==> config.mk <==
export PLATFORM = sky130hd
export DESIGN_NAME = mbe_divider
export DESIGN_NICKNAME = d
export VERILOG_FILES = /design/src/rtl/mbe_divider.sv
export SDC_FILE = /design/constraint.sdc
export NUM_CORES = 1
export LEC_CHECK = 0
export BUFFER_PORTS_ARGS = -buffer_cell sky130_fd_sc_hd__buf_2
export CORE_UTILIZATION = 57
export CTS_BUF_LIST = sky130_fd_sc_hd__clkbuf_16
export DETAILED_ROUTE_END_ITERATION = 16
export PLACE_DENSITY = 0.95
export SETUP_SLACK_MARGIN = 0.15
export SLEW_MARGIN = 20
export SYNTH_ARGS = -nofsm -noshare
export SYNTH_HDL_FRONTEND = slang
export SYNTH_SLANG_ARGS = --single-unit
==> constraint.sdc <==
create_clock -name clk -period 6.8 [get_ports clk]
set_clock_uncertainty 0.05 [all_clocks]
set_input_delay 0.34 -clock clk [delete_from_list [all_inputs] [get_ports clk]]
set_output_delay 0.34 -clock clk [all_outputs]
set_load 0.02 [all_outputs]
==> src/rtl/mbe_divider.sv <==
// ----------------------------------------------------------------------------
// mbe_divider
// Restoring serial divider, one quotient bit per cycle.
// ----------------------------------------------------------------------------
`default_nettype none

module mbe_divider #(
  parameter int ITER_BITS = 10
) (
  input  wire logic                  clk,
  input  wire logic                  rst,
  input  wire logic                  start,
  input  wire logic [ITER_BITS+8:0]  dividend,
  input  wire logic [ITER_BITS-1:0]  divisor,
  output logic                       done,
  output logic [ITER_BITS+8:0]       quotient
);

  localparam int NW = ITER_BITS + 9;
  localparam int CW = $clog2(NW + 1);

  logic [ITER_BITS-1:0] rem;
  logic [ITER_BITS:0]   shifted;
  logic [ITER_BITS:0]   diff;
  logic [CW-1:0]        cnt;

  assign shifted = {rem, quotient[NW-1]};
  assign diff    = shifted - {1'b0, divisor};

  always_ff @(posedge clk) begin
    if (rst) begin
      cnt  <= '0;
      done <= 1'b0;
    end else begin
      done <= 1'b0;
      if (start) begin
        cnt      <= CW'(NW);
        rem      <= '0;
        quotient <= dividend;
      end else if (cnt != '0) begin
        cnt <= cnt - 1'b1;
        if (cnt == CW'(1)) done <= 1'b1;
        if (shifted >= {1'b0, divisor}) begin
          rem      <= diff[ITER_BITS-1:0];
          quotient <= {quotient[NW-2:0], 1'b1};
        end else begin
          rem      <= shifted[ITER_BITS-1:0];
          quotient <= {quotient[NW-2:0], 1'b0};
        end
      end
    end
  end

endmodule

`default_nettype wire

# Word-level counts from Yosys, hierarchy flattened
# Index checks and enable logic that the tools add are counted.
# word_totals
ram_bits	0
elab_cells	24
reg_bits	35
output_inout_bits	20
n_memories	0
latchBits	0
input_bits	32
rom_bits	0
# classes
muxes	8
eq_ne	1
bitwise	2
div	0
magnitude_cmp	1
n_reduce_logical	5
n_mul	0
shifts	0
n_addsub	2
# op_table
op	n
two-way mux 19 bit	2
two-way mux 10 bit	2
>= comparator 11 x 10 -> 1 bit	1
two-way mux 5 bit	2
subtractor 10 bit	1
== test 5 x 1 -> 1 bit (second input constant)	1
nonzero test 5 bit	1
subtractor 5 x 1 -> 5 bit (second input constant)	1
OR reduction 3 bit	1
two-way mux 1 bit	2
inverter 1 bit	2
AND reduction 2 bit	1
nonzero test 2 bit	1
OR reduction 2 bit	1

# Depth between registers and ports, before layout
# depth
word_depth	4
depth_mapped	9
mapped_depth_nobuf	9

# Least setup slack after synthesis
# Ideal clock, no wire load.
# synth_timing
path_kind	reg2reg
start	register cnt[0]
end	register quotient[0] (enable)
arrival_time_ns	2.261
n_path_buf	1
setup_slack_ns	4.074
required_ns	6.335
path_stages_with_launch	7
period_less_slack_ns	2.726
setup_time_ns	0.415
cell_sequence	dfxtp_1 > inv_1 > ha_1 > or4b_1 > clkbuf_1 > nor2_1 > nor2_1
# synth_between
elab_chain_len	3
# synth_rtl
item	line_no	rtl
start, declared	25	logic [CW-1:0] cnt;
start signal, assigned	37	cnt <= CW'(NW);
start signal, assigned	41	cnt <= cnt - 1'b1;
nonzero test 5 bit	40	end else if (cnt != '0) begin
nonzero test 2 bit (no line)	--	
AND reduction 2 bit (no line)	--	
end signal, assigned	39	quotient <= dividend;
end signal, assigned	45	quotient <= {quotient[NW-2:0], 1'b1};
end signal, assigned	48	quotient <= {quotient[NW-2:0], 1'b0};
end, declared	16	output logic [ITER_BITS+8:0] quotient
# No other way between the ends.
# A chain may end at the register's enable or synchronous reset.

# Worst setup path in the final report
# layout_timing
start	register quotient[18]
end	register rem[8] (data pin)
# layout_between
elab_chain_len	3
# layout_rtl
item	line_no	rtl
subtractor 10 bit / >= comparator 11 x 10 -> 1 bit (equally long branches)	28, 43	
two-way mux 10 bit (*)	43	if (shifted >= {1'b0, divisor}) begin
two-way mux 10 bit (*)	40	
end signal, assigned	44	rem <= diff[ITER_BITS-1:0];
end signal, assigned	47	rem <= shifted[ITER_BITS-1:0];
end, declared	22	logic [ITER_BITS-1:0] rem;
# Mark *: on every way between the ends. The rest lies on a longest branch, timed or not. The select of a mux whose other input is x is not followed.

==> summary.md <==
| Metric | Value |
|---|---|
| Register area share after synthesis | `46.9%` |
| Setup Slack @ Placement | `4.43 ns` |
| Peak Freq | `0.396 GHz` |
| Die Y-Extent | `62.9 µm` |
| Leakage Power | `1.10 nW` |
| Dominant cells by area after synthesis | `edfxtp_1 41%, mux2_2 9.6%, ha_1 7.1%` |
| N_diodes | `0` |
| Post-CTS setup repair buffer count | `0` |
| Post-synthesis sequential element count | `35` |
| Final hold vios | `0` |
| Most common cell in the netlist | `edfxtp_1` |
| Clk buf depth | `2` |
| Fin. max-slew vios | `0` |
| Routed wire length | `5040 µm` |
| IO Port Bufs | `51` |
| Core footprint | `0.00344 mm²` |
| DRC viols | `0` |
| Post-DP HPWL | `3540 µm` |
| Hold WC Path Type | `in2reg` |
| Layout cells sized above 1 | `40.1%` |
| Sum Neg Setup Slack | `0 ns` |
| CTS H-tree lvls | `2` |
| Hold slack final | `0.236 ns` |
| Worst-Skew Late Latency | `0.28 ns` |
| P_sw | `227 µW` |
| Startpoint of the worst hold path | `rst` |
| Pre-antenna DRT Iters | `4` |
| Via-per-instance ratio | `6.03` |
| Clock sink total | `35` |
| Slew margin rel. | `56.0%` |
| Logic pwr share | `27.3%` |
| Outcome | `finished clean` |
| Hold EP | `cnt[1]` |
| Sw frac | `28.7%` |
| Die footprint | `0.00395 mm²` |
| RSZ-0062 raised after global routing | `false` |
| Maximum vdd drop | `0.000209 V` |
| First-pass GRT wire length | `8250 µm` |
| CTS clk-pin slew, worst paths | `0.06 ns` |
| Clock Power Share | `37.0%` |
| Gp weighted congestion | `0.825` |
| Number of distinct library cells after synthesis | `46` |
| GRT Resource Usage Total | `28.7%` |
| Mapped Avg Cell Area | `11.7 µm²` |
| Req. time, crit path | `6.77 ns` |
| Tmin final | `2.53 ns` |
| WL/cell | `17.8 µm` |
| Std cell rows | `21` |
| Mapped Area | `0.00211 mm²` |
| Max-cap viol count | `0` |
| Internal | `562 µW` |
| Hold Path Stages | `2` |
| Cells after synthesis | `181` |
| Crit path launch type | `flop` |
| I/O Pins | `52` |
| Synth warnings | `0` |
| Final ANT Viol Nets | `0` |
| Initial detailed-routing violation count | `202` |
| TritonCTS Buffers | `5` |
| Initial antenna violation count | `0` |
| Number of flops mapped to enable cells by yosys | `29` |
| PD cells | `302 mW/mm²` |
| Pin count of the biggest net entering global routing | `32` |
| Synth area leader | `edfxtp_1` |
| DR vias | `1706` |
| Worst setup EP type | `flop` |
| Die Span X | `62.9 µm` |
| Initial Utilization | `61.4%` |
| Ys flop type | `edfxtp_1` |
| Setup violators final | `0` |
| Worst Path Arrival | `2.50 ns` |
| Reg-to-Reg End | `rem[8]` |
| Worst r2r src | `quotient[18]` |
| Final Util | `75.8%` |
| Ys async rst share | `0%` |
| Root buffer cell | `clkbuf_16` |
| Synth top area share | `41.2%` |
| PostCTS Resize Cnt | `0` |
| Crit path kind | `reg2reg` |
| Reg power frac | `35.8%` |
| Hold Buf Count CTS | `0` |
| Final WS setup | `4.27 ns` |
| Final worst path period share | `37.2%` |
| CP max FO | `3` |
| Tightest Pin Transition | `0.660 ns` |
| Layout Nets | `281` |
| Total global routing overflow | `0` |
| TritonCTS clock tree | `done` |
| Synth cell count leaders | `29 x edfxtp_1, 18 x mux2_2, 16 x inv_1, 13 x nor2_1, 12 x ha_1` |
| Worst r2r path cells | `9` |
| Reg2reg setup slack | `4.27 ns` |
| Area grow syn2layout | `23.5%` |
| Vias in the first global route | `1624` |
| Synthesized Nets | `226` |
## worst max-delay path by stage
stage	start	slack [ns]	endpoint	cells after the start
5_1_grt	quotient[18]	4.12	rem[8]	9
6_report	quotient[18]	4.27	rem[8]	9
4_1_cts	quotient[18]	4.35	rem[8]	9
3_5_place_dp	quotient[18]	4.43	rem[8]	9
3_3_place_gp	quotient[18]	4.48	rem[8]	9
2_1_floorplan	cnt[0]	4.07	quotient[0]	6
## worst max-delay path, stage by stage (launching register included)
cell	delay, ns
edfxtp_1	0.40
inv_1	0.08
ha_1	0.17
inv_1	0.06
fa_1	0.42
a211oi_1	0.40
o21ai_0	0.18
a31oi_1	0.22
xor2_1	0.21
o22ai_1	0.09
## cell families after synthesis
logic type | synth area share (%)
buffers and inverters | 3.55
muxes | 10.3
and+or+nand+nor | 10.1
DFF | 46.9
adders and majority gates | 8.06
AOI/OAI and AO/OA | 17.8
xor gates and xnor gates | 3.32
## power by group through the flow
stage               clock (mW)  combinational, mW  sequential [mW]
finish                   0.292              0.215            0.282
global route             0.302              0.233            0.284
CTS                      0.292              0.213            0.281
detailed placement           0              0.208            0.285
global placement             0              0.199            0.283
floorplan                    0              0.144            0.294
## placed cells by master (no fill, tap or decap), types with 5 or more instances in the layout
master | netlist | layout
buf_2 | 0 | 51
edfxtp_1 | 29 | 29
mux2_2 | 18 | 18
inv_1 | 16 | 17
nor2_1 | 13 | 12
ha_1 | 12 | 12
a21oi_1 | 10 | 10
nand2_1 | 8 | 8
o21ai_0 | 6 | 6
xnor2_1 | 6 | 6
dfxtp_1 | 6 | 6
nand3_1 | 5 | 5
nor3_1 | 5 | 5
clkbuf_16 | 0 | 5
## metal layers
metal	share of wire, %	global-route usage [%]	vias up
met5	0	0	-
met4	5.5	21.2	0
met3	5.6	6.93	27
met2	49	45.6	84
met1	40	33.6	807
li1	-	-	788
## per-stage QoR
stage | cells | area (µm²) | power [mW]
2_1_floorplan | 181 | 2110 | 0.439
3_5_place_dp | 275 | 2420 | 0.493
6_report | 283 | 2610 | 0.789
5_1_grt | 283 | 2610 | 0.820
4_1_cts | 283 | 2610 | 0.787
3_3_place_gp | 275 | 2420 | 0.482
## sequential cells by signal, indices dropped and copies added, names as in the netlist
name and count:
done 1, rem 10, quotient 19, cnt 5
## layout make-up
cell class | count | area, µm²
Fill cell | 216 | 833
Sequential cell | 35 | 991
Inverter | 16 | 60.1
Clock buffer | 5 | 125
Tap cell | 46 | 57.6
Clock inverter | 3 | 63.8
Timing Repair Buffer | 52 | 263
Multi-Input combinational cell | 126 | 1050
(Power assumes the default switching activity.)
